===== src/rtl/core/csstok_pkg.sv =====
// Shared types, codes and byte constants of the stylesheet tokenizer.
package csstok_pkg;

	localparam int LINE_BITS_DEF = 32;
	localparam int QUEUE_DEPTH   = 4;
	localparam int MAX_EVENTS    = 3;

	// event kinds
	localparam logic [3:0] EV_TOKEN     = 4'd0;
	localparam logic [3:0] EV_TAG_END   = 4'd1;
	localparam logic [3:0] EV_ID_END    = 4'd2;
	localparam logic [3:0] EV_CLASS_END = 4'd3;
	localparam logic [3:0] EV_SEL_END   = 4'd4;
	localparam logic [3:0] EV_CHAIN_END = 4'd5;
	localparam logic [3:0] EV_COMB      = 4'd6;
	localparam logic [3:0] EV_NAME_END  = 4'd7;
	localparam logic [3:0] EV_VALUE_END = 4'd8;
	localparam logic [3:0] EV_BLOCK_END = 4'd9;
	localparam logic [3:0] EV_ERROR     = 4'd10;

	// error codes
	localparam logic [2:0] ERR_ATTR       = 3'd0;
	localparam logic [2:0] ERR_HASH       = 3'd1;
	localparam logic [2:0] ERR_COMB_UNK   = 3'd2;
	localparam logic [2:0] ERR_COMB_UNEXP = 3'd3;
	localparam logic [2:0] ERR_AFTER_NAME = 3'd4;
	localparam logic [2:0] ERR_AFTER_VAL  = 3'd5;

	// characters
	localparam logic [7:0] CH_NUL    = 8'h00;
	localparam logic [7:0] CH_LF     = 8'h0A;
	localparam logic [7:0] CH_CR     = 8'h0D;
	localparam logic [7:0] CH_TAB    = 8'h09;
	localparam logic [7:0] CH_SPACE  = 8'h20;
	localparam logic [7:0] CH_GT     = 8'h3E;
	localparam logic [7:0] CH_PLUS   = 8'h2B;
	localparam logic [7:0] CH_TILDE  = 8'h7E;
	localparam logic [7:0] CH_COLON  = 8'h3A;
	localparam logic [7:0] CH_SEMI   = 8'h3B;
	localparam logic [7:0] CH_LBRACE = 8'h7B;
	localparam logic [7:0] CH_RBRACE = 8'h7D;
	localparam logic [7:0] CH_COMMA  = 8'h2C;
	localparam logic [7:0] CH_HASH   = 8'h23;
	localparam logic [7:0] CH_DOT    = 8'h2E;
	localparam logic [7:0] CH_LBRACK = 8'h5B;

	typedef enum logic [10:0] {
		ST_IDLE  = 11'b00000000001,
		ST_BLOCK = 11'b00000000010,
		ST_TAG   = 11'b00000000100,
		ST_ID    = 11'b00000001000,
		ST_CLASS = 11'b00000010000,
		ST_COMB  = 11'b00000100000,
		ST_NAME  = 11'b00001000000,
		ST_DELIM = 11'b00010000000,
		ST_VALUE = 11'b00100000000,
		ST_TERM  = 11'b01000000000,
		ST_ERR   = 11'b10000000000
	} parse_state_t;

	typedef struct packed {
		logic [3:0] kind;
		logic [7:0] ch;
		logic [2:0] code;
	} event_t;

	// all events caused by one byte, with the line number they share
	typedef struct packed {
		logic [1:0]   count;
		event_t [2:0] ev;
		logic [31:0]  line;
	} bundle_t;

	function automatic event_t mk_ev(logic [3:0] kind, logic [7:0] ch, logic [2:0] code);
		event_t e;
		e.kind = kind;
		e.ch   = ch;
		e.code = code;
		return e;
	endfunction

endpackage


===== src/rtl/core/csstok_front.sv =====
// Front end: parse state machine, line counter and event bundle builder.
module csstok_front import csstok_pkg::*; #(
	parameter int LINE_BITS = LINE_BITS_DEF
) (
	input  logic      clk,
	input  logic      arst_n,
	input  logic      push,
	output logic      full,
	input  logic [7:0] byte_in,
	input  logic      cfg_valid,
	output logic      cfg_ready,
	input  logic      first_line_number,
	input  logic      q_full,
	output logic      q_push,
	output bundle_t   q_data
);

	parse_state_t           state_q, state_d;
	logic                   tok_q, tok_d;
	logic [7:0]             cc_q, cc_d;
	logic                   held_q, held_d;
	logic [LINE_BITS-1:0]   line_q, line_d;
	logic [LINE_BITS+31:0]  line_ext;
	logic                   accept;
	logic                   ws;
	logic [3:0]             sel_kind;
	bundle_t                bnd;

	assign full      = q_full;
	assign cfg_ready = 1'b1;
	assign accept    = push && !q_full;
	assign ws = (byte_in == CH_SPACE) || (byte_in == CH_CR) || (byte_in == CH_TAB) ||
		(byte_in == CH_LF);

	always_comb begin
		line_d = line_q;
		if (byte_in == CH_LF && line_q != {LINE_BITS{1'b1}}) begin
			line_d = line_q + {{(LINE_BITS-1){1'b0}}, 1'b1};
		end
	end

	// clamp the reported line to 32 bits
	assign line_ext = {32'd0, line_d};

	always_comb begin
		unique case (state_q)
			ST_ID:    sel_kind = EV_ID_END;
			ST_CLASS: sel_kind = EV_CLASS_END;
			default:  sel_kind = EV_TAG_END;
		endcase
	end

	always_comb begin
		state_d = state_q;
		tok_d   = tok_q;
		cc_d    = cc_q;
		held_d  = held_q;
		bnd.count = 2'd0;
		bnd.ev    = '0;
		bnd.line  = (line_ext[LINE_BITS+31:32] != '0) ? 32'hFFFFFFFF : line_ext[31:0];
		unique case (state_q)
			ST_IDLE: begin
				if (!ws) begin
					priority if (byte_in == CH_DOT) begin
						state_d = ST_CLASS;
					end else if (byte_in == CH_HASH) begin
						state_d = ST_ID;
					end else if (byte_in == CH_LBRACK) begin
						bnd.ev[0] = mk_ev(EV_ERROR, CH_NUL, ERR_ATTR);
						bnd.count = 2'd1;
						state_d = ST_ERR;
					end else begin
						bnd.ev[0] = mk_ev(EV_TOKEN, byte_in, 3'd0);
						bnd.count = 2'd1;
						tok_d = 1'b1;
						state_d = ST_TAG;
					end
				end
			end
			ST_BLOCK: begin
				if (!ws) begin
					if (byte_in == CH_RBRACE) begin
						bnd.ev[0] = mk_ev(EV_BLOCK_END, CH_NUL, 3'd0);
						bnd.count = 2'd1;
						state_d = ST_IDLE;
					end else begin
						bnd.ev[0] = mk_ev(EV_TOKEN, byte_in, 3'd0);
						bnd.count = 2'd1;
						tok_d = 1'b1;
						state_d = ST_NAME;
					end
				end
			end
			ST_TAG, ST_ID, ST_CLASS: begin
				priority if (ws) begin
					bnd.ev[0] = mk_ev(sel_kind, CH_NUL, 3'd0);
					bnd.ev[1] = mk_ev(EV_SEL_END, CH_NUL, 3'd0);
					bnd.count = 2'd2;
					tok_d = 1'b0;
					state_d = ST_COMB;
				end else if (byte_in == CH_LBRACE || byte_in == CH_COMMA) begin
					bnd.ev[0] = mk_ev(sel_kind, CH_NUL, 3'd0);
					bnd.ev[1] = mk_ev(EV_SEL_END, CH_NUL, 3'd0);
					bnd.ev[2] = mk_ev(EV_CHAIN_END, CH_NUL, 3'd0);
					bnd.count = 2'd3;
					tok_d = 1'b0;
					state_d = (byte_in == CH_LBRACE) ? ST_BLOCK : ST_IDLE;
				end else if (byte_in == CH_LBRACK) begin
					bnd.ev[0] = mk_ev(EV_ERROR, CH_NUL, ERR_ATTR);
					bnd.count = 2'd1;
					state_d = ST_ERR;
				end else if (byte_in == CH_HASH && state_q == ST_ID) begin
					bnd.ev[0] = mk_ev(EV_ERROR, CH_NUL, ERR_HASH);
					bnd.count = 2'd1;
					state_d = ST_ERR;
				end else if (byte_in == CH_DOT || byte_in == CH_HASH) begin
					bnd.ev[0] = mk_ev(sel_kind, CH_NUL, 3'd0);
					bnd.count = 2'd1;
					tok_d = 1'b0;
					state_d = (byte_in == CH_DOT) ? ST_CLASS : ST_ID;
				end else begin
					bnd.ev[0] = mk_ev(EV_TOKEN, byte_in, 3'd0);
					bnd.count = 2'd1;
					tok_d = 1'b1;
				end
			end
			ST_COMB: begin
				priority if (ws) begin
					if (held_q) begin
						bnd.ev[0] = mk_ev(EV_COMB, cc_q, 3'd0);
						bnd.count = 2'd1;
						held_d = 1'b0;
						cc_d = CH_NUL;
						state_d = ST_IDLE;
					end
				end else if (byte_in == CH_GT || byte_in == CH_PLUS || byte_in == CH_TILDE) begin
					if (held_q) begin
						bnd.ev[0] = mk_ev(EV_ERROR, CH_NUL, ERR_COMB_UNK);
						bnd.count = 2'd1;
						state_d = ST_ERR;
					end else begin
						held_d = 1'b1;
						cc_d = byte_in;
					end
				end else if (byte_in == CH_LBRACE || byte_in == CH_COMMA) begin
					if (held_q) begin
						bnd.ev[0] = mk_ev(EV_ERROR, CH_NUL, ERR_COMB_UNEXP);
						bnd.count = 2'd1;
						state_d = ST_ERR;
					end else begin
						bnd.ev[0] = mk_ev(EV_CHAIN_END, CH_NUL, 3'd0);
						bnd.count = 2'd1;
						state_d = (byte_in == CH_LBRACE) ? ST_BLOCK : ST_IDLE;
					end
				end else begin
					// a pending combinator, or a plain descendant, goes out first
					bnd.ev[0] = mk_ev(EV_COMB, held_q ? cc_q : CH_NUL, 3'd0);
					bnd.count = 2'd1;
					held_d = 1'b0;
					cc_d = CH_NUL;
					priority if (byte_in == CH_DOT) begin
						state_d = ST_CLASS;
					end else if (byte_in == CH_LBRACK) begin
						bnd.ev[1] = mk_ev(EV_ERROR, CH_NUL, ERR_ATTR);
						bnd.count = 2'd2;
						state_d = ST_ERR;
					end else begin
						bnd.ev[1] = mk_ev(EV_TOKEN, byte_in, 3'd0);
						bnd.count = 2'd2;
						tok_d = 1'b1;
						state_d = ST_TAG;
					end
				end
			end
			ST_NAME, ST_VALUE: begin
				priority if (ws) begin
					if (tok_q) begin
						bnd.ev[0] = mk_ev((state_q == ST_NAME) ? EV_NAME_END : EV_VALUE_END,
							CH_NUL, 3'd0);
						bnd.count = 2'd1;
						tok_d = 1'b0;
						state_d = (state_q == ST_NAME) ? ST_DELIM : ST_TERM;
					end
				end else if ((state_q == ST_NAME && byte_in == CH_COLON) ||
						(state_q == ST_VALUE && byte_in == CH_SEMI)) begin
					bnd.ev[0] = mk_ev((state_q == ST_NAME) ? EV_NAME_END : EV_VALUE_END,
						CH_NUL, 3'd0);
					bnd.count = 2'd1;
					tok_d = 1'b0;
					state_d = (state_q == ST_NAME) ? ST_VALUE : ST_BLOCK;
				end else begin
					bnd.ev[0] = mk_ev(EV_TOKEN, byte_in, 3'd0);
					bnd.count = 2'd1;
					tok_d = 1'b1;
				end
			end
			ST_DELIM: begin
				if (!ws) begin
					if (byte_in == CH_COLON) begin
						state_d = ST_VALUE;
					end else begin
						bnd.ev[0] = mk_ev(EV_ERROR, CH_NUL, ERR_AFTER_NAME);
						bnd.count = 2'd1;
						state_d = ST_ERR;
					end
				end
			end
			ST_TERM: begin
				if (!ws) begin
					priority if (byte_in == CH_SEMI) begin
						state_d = ST_BLOCK;
					end else if (byte_in == CH_RBRACE) begin
						bnd.ev[0] = mk_ev(EV_BLOCK_END, CH_NUL, 3'd0);
						bnd.count = 2'd1;
						state_d = ST_IDLE;
					end else begin
						bnd.ev[0] = mk_ev(EV_ERROR, CH_NUL, ERR_AFTER_VAL);
						bnd.count = 2'd1;
						state_d = ST_ERR;
					end
				end
			end
			default: begin
				// sticky error: hold everything
			end
		endcase
	end

	assign q_data = bnd;
	assign q_push = accept && (bnd.count != 2'd0);

	always_ff @(posedge clk or negedge arst_n) begin
		if (!arst_n) begin
			state_q <= ST_IDLE;
			tok_q   <= 1'b0;
			cc_q    <= CH_NUL;
			held_q  <= 1'b0;
			line_q  <= {{(LINE_BITS-1){1'b0}}, 1'b1};
		end else if (cfg_valid) begin
			line_q <= {{(LINE_BITS-1){1'b0}}, first_line_number};
		end else if (accept && state_q != ST_ERR) begin
			state_q <= state_d;
			tok_q   <= tok_d;
			cc_q    <= cc_d;
			held_q  <= held_d;
			if (state_q == ST_IDLE || state_q == ST_BLOCK || state_q == ST_TAG ||
					state_q == ST_ID || state_q == ST_CLASS || state_q == ST_COMB ||
					state_q == ST_NAME || state_q == ST_DELIM || state_q == ST_VALUE ||
					state_q == ST_TERM) begin
				line_q <= line_d;
			end
		end
	end

endmodule


===== src/rtl/core/csstok_queue.sv =====
// Short bundle queue between the parser and the event serializer.
module csstok_queue import csstok_pkg::*; (
	input  logic    clk,
	input  logic    arst_n,
	input  logic    push,
	input  bundle_t wdata,
	output logic    full,
	input  logic    pop,
	output bundle_t rdata,
	output logic    empty
);

	localparam int PW = $clog2(QUEUE_DEPTH);
	localparam int CW = $clog2(QUEUE_DEPTH + 1);

	bundle_t         mem_q [QUEUE_DEPTH];
	logic [PW-1:0]   wr_q, rd_q;
	logic [CW-1:0]   count_q;
	logic            do_push, do_pop;

	assign full    = (count_q == CW'(QUEUE_DEPTH));
	assign empty   = (count_q == '0);
	assign do_push = push && !full;
	assign do_pop  = pop && !empty;
	assign rdata   = mem_q[rd_q];

	always_ff @(posedge clk) begin
		if (do_push) begin
			mem_q[wr_q] <= wdata;
		end
	end

	always_ff @(posedge clk or negedge arst_n) begin
		if (!arst_n) begin
			wr_q    <= '0;
			rd_q    <= '0;
			count_q <= '0;
		end else begin
			if (do_push) begin
				wr_q <= (wr_q == PW'(QUEUE_DEPTH - 1)) ? '0 : wr_q + PW'(1);
			end
			if (do_pop) begin
				rd_q <= (rd_q == PW'(QUEUE_DEPTH - 1)) ? '0 : rd_q + PW'(1);
			end
			if (do_push && !do_pop) begin
				count_q <= count_q + CW'(1);
			end else if (do_pop && !do_push) begin
				count_q <= count_q - CW'(1);
			end
		end
	end

	a_count_bound: assert property (@(posedge clk) disable iff (!arst_n)
		count_q <= CW'(QUEUE_DEPTH))
		else $error("queue count beyond depth");

	a_push_grows: assert property (@(posedge clk) disable iff (!arst_n)
		(do_push && !do_pop) |=> (count_q == $past(count_q) + CW'(1)))
		else $error("push without pop did not grow the queue");

endmodule


===== src/rtl/core/csstok_back.sv =====
// Back end: walks the events of the head bundle out one per pop.
module csstok_back import csstok_pkg::*; (
	input  logic        clk,
	input  logic        arst_n,
	input  bundle_t     head,
	input  logic        q_empty,
	output logic        q_pop,
	input  logic        pop,
	output logic        empty,
	output logic [3:0]  event_kind,
	output logic [7:0]  char_value,
	output logic [2:0]  error_code,
	output logic [31:0] line_number,
	output logic        last_of_run
);

	logic [1:0] idx_q;
	event_t     cur;
	logic       take;

	assign empty       = q_empty;
	assign cur         = head.ev[idx_q];
	assign event_kind  = cur.kind;
	assign char_value  = cur.ch;
	assign error_code  = cur.code;
	assign line_number = head.line;
	assign last_of_run = (idx_q == head.count - 2'd1);
	assign take        = pop && !q_empty;
	assign q_pop       = take && last_of_run;

	always_ff @(posedge clk or negedge arst_n) begin
		if (!arst_n) begin
			idx_q <= 2'd0;
		end else if (take) begin
			// advance within the bundle, rewind when it is done
			idx_q <= last_of_run ? 2'd0 : idx_q + 2'd1;
		end
	end

	a_count_nonzero: assert property (@(posedge clk) disable iff (!arst_n)
		!q_empty |-> (head.count != 2'd0))
		else $error("empty bundle in queue");

	a_idx_in_range: assert property (@(posedge clk) disable iff (!arst_n)
		!q_empty |-> (idx_q < head.count))
		else $error("event index past bundle end");

	a_idle_rewound: assert property (@(posedge clk) disable iff (!arst_n)
		q_empty |-> (idx_q == 2'd0))
		else $error("event index not rewound while queue empty");

endmodule


===== src/rtl/core/css_selector_rule_tokenizer_core.sv =====
// Top level of the stylesheet selector and rule tokenizer.
//
// Input side is a queue write port: drive byte_in with push high; the byte is
// taken at a clock edge where full is low; one byte can go in every such cycle.
// Result side is a queue read port: while empty is low the oldest event sits on
// event_kind, char_value, error_code, line_number and last_of_run; pop high at
// an edge takes it. last_of_run marks the final event of one byte.
// Once taken, a byte's events are queued behind older ones. Bytes causing no
// event (most whitespace, every byte in the error state) leave no trace on the
// result side. Events drain at one per cycle while pop is high, so a byte
// causing k events takes k pops; the four-entry bundle queue between parser
// and serializer absorbs these bursts, and full rises only once it fills.
// When the receiver stalls, the queue fills and full holds the sender off.
// The configuration channel (cfg_valid, cfg_ready, first_line_number) is always
// ready and loads the line counter; write it only while the block is idle.
// Reset empties the queue, returns the parser to idle and sets the line to 1.
module css_selector_rule_tokenizer_core import csstok_pkg::*; #(
	parameter int LINE_BITS = LINE_BITS_DEF
) (
	input  logic        clk,
	input  logic        arst_n,
	input  logic        push,
	output logic        full,
	input  logic [7:0]  byte_in,
	input  logic        cfg_valid,
	output logic        cfg_ready,
	input  logic        first_line_number,
	output logic        empty,
	input  logic        pop,
	output logic [3:0]  event_kind,
	output logic [7:0]  char_value,
	output logic [2:0]  error_code,
	output logic [31:0] line_number,
	output logic        last_of_run
);

	bundle_t q_wdata, q_rdata;
	logic    q_push, q_full, q_pop, q_empty;

	csstok_front #(.LINE_BITS(LINE_BITS)) u_front (
		.clk               (clk),
		.arst_n            (arst_n),
		.push              (push),
		.full              (full),
		.byte_in           (byte_in),
		.cfg_valid         (cfg_valid),
		.cfg_ready         (cfg_ready),
		.first_line_number (first_line_number),
		.q_full            (q_full),
		.q_push            (q_push),
		.q_data            (q_wdata)
	);

	csstok_queue u_queue (
		.clk    (clk),
		.arst_n (arst_n),
		.push   (q_push),
		.wdata  (q_wdata),
		.full   (q_full),
		.pop    (q_pop),
		.rdata  (q_rdata),
		.empty  (q_empty)
	);

	csstok_back u_back (
		.clk         (clk),
		.arst_n      (arst_n),
		.head        (q_rdata),
		.q_empty     (q_empty),
		.q_pop       (q_pop),
		.pop         (pop),
		.empty       (empty),
		.event_kind  (event_kind),
		.char_value  (char_value),
		.error_code  (error_code),
		.line_number (line_number),
		.last_of_run (last_of_run)
	);

endmodule


===== config.mk =====
export PLATFORM = sky130hd
export DESIGN_NAME = css_selector_rule_tokenizer_core
export DESIGN_NICKNAME = d
export VERILOG_FILES = /design/src/rtl/core/csstok_pkg.sv /design/src/rtl/core/csstok_front.sv /design/src/rtl/core/csstok_queue.sv /design/src/rtl/core/csstok_back.sv /design/src/rtl/core/css_selector_rule_tokenizer_core.sv
export SDC_FILE = /design/constraint.sdc
export NUM_CORES = 1
export LEC_CHECK = 0
export BUFFER_PORTS_ARGS = -buffer_cell sky130_fd_sc_hd__buf_2
export CORE_MARGIN = 5
export CORE_UTILIZATION = 45
export DETAILED_ROUTE_END_ITERATION = 10
export SYNTH_ARGS = -nofsm -noshare
export SYNTH_HDL_FRONTEND = slang
export SYNTH_SLANG_ARGS = --single-unit

===== constraint.sdc =====
create_clock -name clk -period 4.6 [get_ports clk]
set_input_delay 1.15 -clock clk [delete_from_list [all_inputs] [get_ports clk]]
set_output_delay 1.15 -clock clk [all_outputs]
set_load 0.03 [all_outputs]

After elaboration in Yosys (flattened, before gate mapping)
Memories as Yosys holds them, arrays and structs flattened.
Cells that the tools add are included.
{ "word_totals": {"ff_bits": 62, "latchBits": 0, "mem_bits_rw": 316, "romBits": 0, "inputBits": 14, "out_inout_bits": 51, "wordCells": 244, "mem_count": 1} }
{ "mem_list": {"columns": ["memory", "words", "word_bits", "read_ports", "rd_clocked_by_memory_dff", "write_ports", "line_no", "text"], "rows": [
  ["u_queue.mem_q", 4, 79, 1, 0, 1, "csstok_queue.sv:16", "bundle_t mem_q [QUEUE_DEPTH];"]
]} }
{ "classes": {"n_addsub": 7, "multipliers": 0, "div_mod_pow": 0, "order_cmp": 1, "n_eq_ne": 52, "n_shift": 0, "mux": 125, "n_bitwise": 1, "reduce_logical": 48} }
{ "ops": {"columns": ["cell", "count"], "rows": [
  ["$mux W15", 29],
  ["$mux W11", 25],
  ["$mux W32", 4],
  ["$pmux W15 S7", 1],
  ["$pmux W11 S7", 1],
  ["$eq A8 B6 Y1 const B", 8],
  ["$mux W8", 6],
  ["$add A32 B1 Y32 const B", 1],
  ["$eq A8 B7 Y1 const B", 4],
  ["$ne A32 B32 Y1 const B", 1],
  ["$bmux W15 S2", 1],
  ["$mux W30", 1],
  ["$pmux W15 S2", 1],
  ["$mux W1", 29],
  ["$mux W29", 1],
  ["$mux W2", 14],
  ["$eq A8 B4 Y1 const B", 3],
  ["$ne A2 B2 Y1 const B", 11],
  ["$logic_or A1 B1 Y1", 17],
  ["$mux W14", 1],
  ["$pmux W2 S7", 1],
  ["$reduce_and A14 Y1", 1],
  ["$logic_and A1 B1 Y1", 13],
  ["$mux W13", 1],
  ["45 further kinds", 59]
]} }

Depth between registers and ports, before layout
{ "logic_depth": {"depth_word": 13, "ltp_mapped": 14, "ltp_nobuf": 12} }

Hierarchy
Synthesis repeated with hierarchy kept, for this count alone.
{ "hier_totals": {"cells_unflattened": 1108, "hier_area_um2": 17008.8} }
{ "modules_own_cells": {"columns": ["module", "instances", "cells_each", "area_each_um2"], "rows": [
  ["csstok_queue", 1, 450, 11816.3],
  ["csstok_front", 1, 559, 4485.6],
  ["csstok_back", 1, 99, 706.9]
]} }

Worst setup path after synthesis
No wires, ideal clock.
{ "synth_timing": {"kind": "in2reg", "startpoint": "in byte_in[5]", "endpoint": "mem u_queue.mem_q[1][0] in the netlist's numbering, enable pin", "setup_ns": 0.424, "arrival_ns": 4.462, "required_ns": 4.176, "slack_ns": -0.286, "cell_stages": 9, "cell_sequence": "buf_2 -> nor4b_1 -> a32o_1 -> and2_1 -> buf_2 -> o31a_1 -> o21ai_0 -> a41oi_4 -> and2_1"} }
{ "synth_between": {"elab_chain_len": 11, "elab_cells_between_ends": 40, "cone_classes": "13 x eq/ne; 18 x mux; 9 x reduce/logical"} }
{ "synth_lines": {"columns": ["element", "line_no", "text"], "rows": [
  ["start: declaration", "css_selector_rule_tokenizer_core.sv:24", "input logic [7:0] byte_in,"],
  ["$eq A8 B6 Y1, or another cell as far along", "csstok_front.sv:64, csstok_front.sv:161", null],
  ["$mux W2, or another cell as far along", "csstok_front.sv:161", "priority if (byte_in == CH_DOT) begin"],
  ["$mux W2, or another cell as far along", "csstok_front.sv:145", "end else if (byte_in == CH_LBRACE || byte_in == CH_COMMA) begin"],
  ["$mux W2 or $logic_or A1 B1 Y1 (tied branches)", "csstok_front.sv:136, csstok_front.sv:32", null],
  ["$mux W2, or another cell as far along", "csstok_front.sv:128", "priority if (ws) begin"],
  ["$pmux W2 S7 (*)", "csstok_front.sv:61", "unique case (state_q)"],
  ["$reduce_bool A2 Y1 (*)", "csstok_front.sv:230", "assign q_push = accept && (bnd.count != 2'd0);"],
  ["$logic_and A1 B1 Y1 (*)", "csstok_front.sv:230", null],
  ["$logic_and A1 B1 Y1 (*)", "csstok_queue.sv:23", "assign do_push = push && !full;"],
  ["named net u_queue.do_push", "csstok_queue.sv:19", "logic do_push, do_pop;"],
  ["$mux W1 (*)", "csstok_queue.sv:28", "if (do_push) begin"],
  ["$mux W1 (implied by the code) (*)", "csstok_queue.sv:29", "mem_q[wr_q] <= wdata;"],
  ["end: declaration", "csstok_queue.sv:16", null]
]} }
Mark *: on every way through the listed nets, which the timed path passes. The rest lies on a longest branch.

Final worst setup path
{ "layout_timing": {"startpoint": "reg u_queue.rd_q[0]", "endpoint": "out char_value[5]"} }
{ "layout_between": {"elab_chain_len": 3} }
{ "layout_lines": {"columns": ["element", "line_no", "text"], "rows": [
  ["start: declaration", "csstok_queue.sv:17", "logic [PW-1:0] wr_q, rd_q;"],
  ["start signal: assignment", "csstok_queue.sv:43", "rd_q <= (rd_q == PW'(QUEUE_DEPTH - 1)) ? '0 : rd_q + PW'(1);"],
  ["$mem_v2 Z4 W79", null, null],
  ["$bmux W15 S2", "csstok_back.sv:22", "assign cur = head.ev[idx_q];"],
  ["$mux W15 (implied by the code)", "csstok_back.sv:22", null],
  ["end: declaration", "css_selector_rule_tokenizer_core.sv:31", "output logic [7:0] char_value,"]
]} }
No other way between the ends. The select of a mux whose other input is x is not followed.

==> flow_summary.ini <==
[status]
status = finished, final reports clean

[synthesis]
syn_area_um2 = 13790
synth_warnings = 0
synth.largest_area_cell = edfxtp_1
ys_types = 71
synth.net_count = 968
ys_ff_latch = 302
synth.avg_cell_area_um2 = 14.58
ys.flop_type = edfxtp_1
yosysSeqAreaShare_pct = 63.52
synth_edf_count = 240
synthCells = 946
async_flop_share_pct = 20.53
synth.top_cell.area_share_pct = 52.25
ys_top_cells_by_area = edfxtp_1 52%, dfrtp_1 11%, mux4_2 9.6%

[die]
start_util_pct = 45.32
die_x_um = 185.1
io_pins = 65
die-area_um2 = 34250
die_y_um = 185.1
row_count = 64
core_area_um2 = 30430

[timing]
setup-tns-final_ns = 0
min_period_ns = 4.016
rsz0062_at_grt = false
hold_ws_ns = 0.4890
setup_violations = 0
fmax_ghz = 0.2490
slew_violations = 0
clock_skew_ns = 0.01082
slew_headroom_pct = 35.72
tightest_slew_ns = 0.9642
hold_viol = 0
fin_crit_sh_pct = 87.30

[setup_path]
crit_required_ns = 3.45
path_class = reg2out
crit_fanout = 26
cp_slowest_cell = dfrtp_4
startpoint_type = flip-flop
cp_data_arrival_time_ns = 2.87
path_buf_inv = 2
worst-r2r-setup-slack_ns = 0.74
path_delay_family = multiplexers
critical_path.max_stage_delay_ns = 0.70
path_cells = buf_4 -> mux4_2 -> mux2i_1 -> nor2_1 -> buf_2
endpoint_kind = output port

[global_routing]
grt-ovfl-total = 0
antenna_found_initial = 0
grt_pass1_vias = 8286
grt_max_degree = 49
grt_pass1_wl_um = 48480
track_usage_pct = 18.10

[layout]
final_core_util_pct = 51.35
syn2layout_area_growth_pct = 13.30
layout_common_cells = 240 x edfxtp_1, 73 x nor2_1, 63 x buf_2, 60 x nand2_1, 59 x mux4_2
final_nets = 1041
mostFrequentLayoutCell = edfxtp_1
antenna_cells = 0
final_cells = 1440
drive_gt1_share_pct = 23.08
design_area_um2 = 15630

[routing]
wl_um = 30650
viasPerCell = 5.690
drc = 0
drtIter0Drc = 650
postRouteAntennaNets = 0
routedWlPerCell_um = 21.28
vias = 8193
first_pass_iters = 6

[clocking]
hold_buffers = 0
cts_buffers = 31
htree_levels = 1
clk_latency_ns = 0.56
root_buffer = clkbuf_16
cts_resized = 0
numClockSinks = 302
cts_setup_buffers = 0
path_clk_slew_ns = 0.06
cts_tree = done
cts.path.max_buffers = 3

[min_path]
min_path_type = reg2reg

[power]
vdd_ir_drop_max_uv = 319.0
leakage_nw = 5.375
cellPowerDensity_nw_per_um2 = 415.1

[placed_design]
place_area_um2 = 14660
gp_congestion = 0.9480
dp_hpwl_um = 20190
port_buffers = 63
dp.cells = 1382

[run]
drv_cap = 0
==> Yosys cell counts, drive strengths merged (11+ instances only) <==
cell type,instances
edfxtp,240
nor2,73
dfrtp,60
nand2,60
mux4,59
xor2,48
clkbuf,39
nand3,32
nand4,28
and2,22
xnor2,21
a21oi,20
nor3,19
o21ai,19
and3,18
mux2,18
buf,13
mux2i,13
nand2b,12
inv,11
nor4,11
==> worst paths after layout <==
kind | start | depth (start not counted) | end
max in group asynchronous | arst_n | 2 | u_queue.rd_q[0]
setup reg to reg | u_front.state_q[3] | 12 | u_queue.count_q[2]
setup / recovery | u_queue.rd_q[0] | 5 | char_value[5]
hold / removal | u_front.cc_q[3] | 1 | u_front.cc_q[3]
hold reg to reg | u_front.cc_q[3] | 1 | u_front.cc_q[3]
min in group asynchronous | arst_n | 1 | u_front.state_q[9]
==> kinds of logic (layout without fill, tap and decap cells) <==
logic type,after synthesis,in the layout,synth area share (%)
AO/OA/AOI/OAI,88,88,4.454
XOR/XNOR,69,69,4.382
adder cells (fa/ha/maj),8,8,0.7802
buffers and inverters,63,161,1.923
flip-flops,302,302,63.52
multiplexers,90,90,12.10
other,1,1,0.02719
AND/OR/NAND/NOR,325,325,12.81
==> metal layers <==
metal	vias up	wire, um	part of all wire [%]	GRT usage, %
met5	-	0	0	0
met3	57	1574	5.1	2.337
li1	3799	-	-	-
met1	4101	14530	47	27.71
met2	236	13970	46	28.11
met4	0	572	1.9	3.846
==> power breakdown <==
| group | switching [W] | total (W) | internal [W] |
|---|---|---|---|
| sequential | 0.000162 | 0.00311 | 0.00295 |
| combinational | 0.000575 | 0.000998 | 0.000423 |
| clock | 0.00103 | 0.00238 | 0.00135 |
==> cell type report <==
class / instances / area (um2)
clock inverters: 22 / 167.7
clock buffers: 36 / 794.5
flip-flops and latches: 302 / 8766
inverters: 11 / 41.29
multi-input cells: 581 / 4778
fillers: 2579 / 14800
repair buffers: 92 / 583.1
well taps: 396 / 495.5
==> through the flow <==
stage | setup WS (ns) | power [W]
6_report | 0.5843 | 0.006486
5_1_grt | 0.3155 | 0.006781
4_1_cts | 0.4845 | 0.006579
3_5_place_dp | 0.3290 | 0.004199
3_3_place_gp | 0.3998 | 0.004192
2_1_floorplan | 0.3588 | 0.003884
==> worst reg2reg max path: cells and delay by family (launching register included) <==
kind / cells / cell delay, ns
and+or+nand+nor: 6 / 2.07
xor gates and xnor gates: 2 / 0.32
adders and majority gates: 2 / 0.66
buffers and inverters: 1 / 0.07
AOI/OAI and AO/OA: 1 / 0.20
DFF: 1 / 0.47
==> registers in the layout (all words and copies together) (netlist names) <==
name and flops:
u_back.idx_q 2, u_front.tok_q 1, u_front.held_q 1, u_front.state_q 11
u_queue.rd_q 2, u_queue.mem_q 240, u_front.line_q 32, u_queue.wr_q 2
u_queue.count_q 3, u_front.cc_q 8
Power figures use the tool's default switching activity.
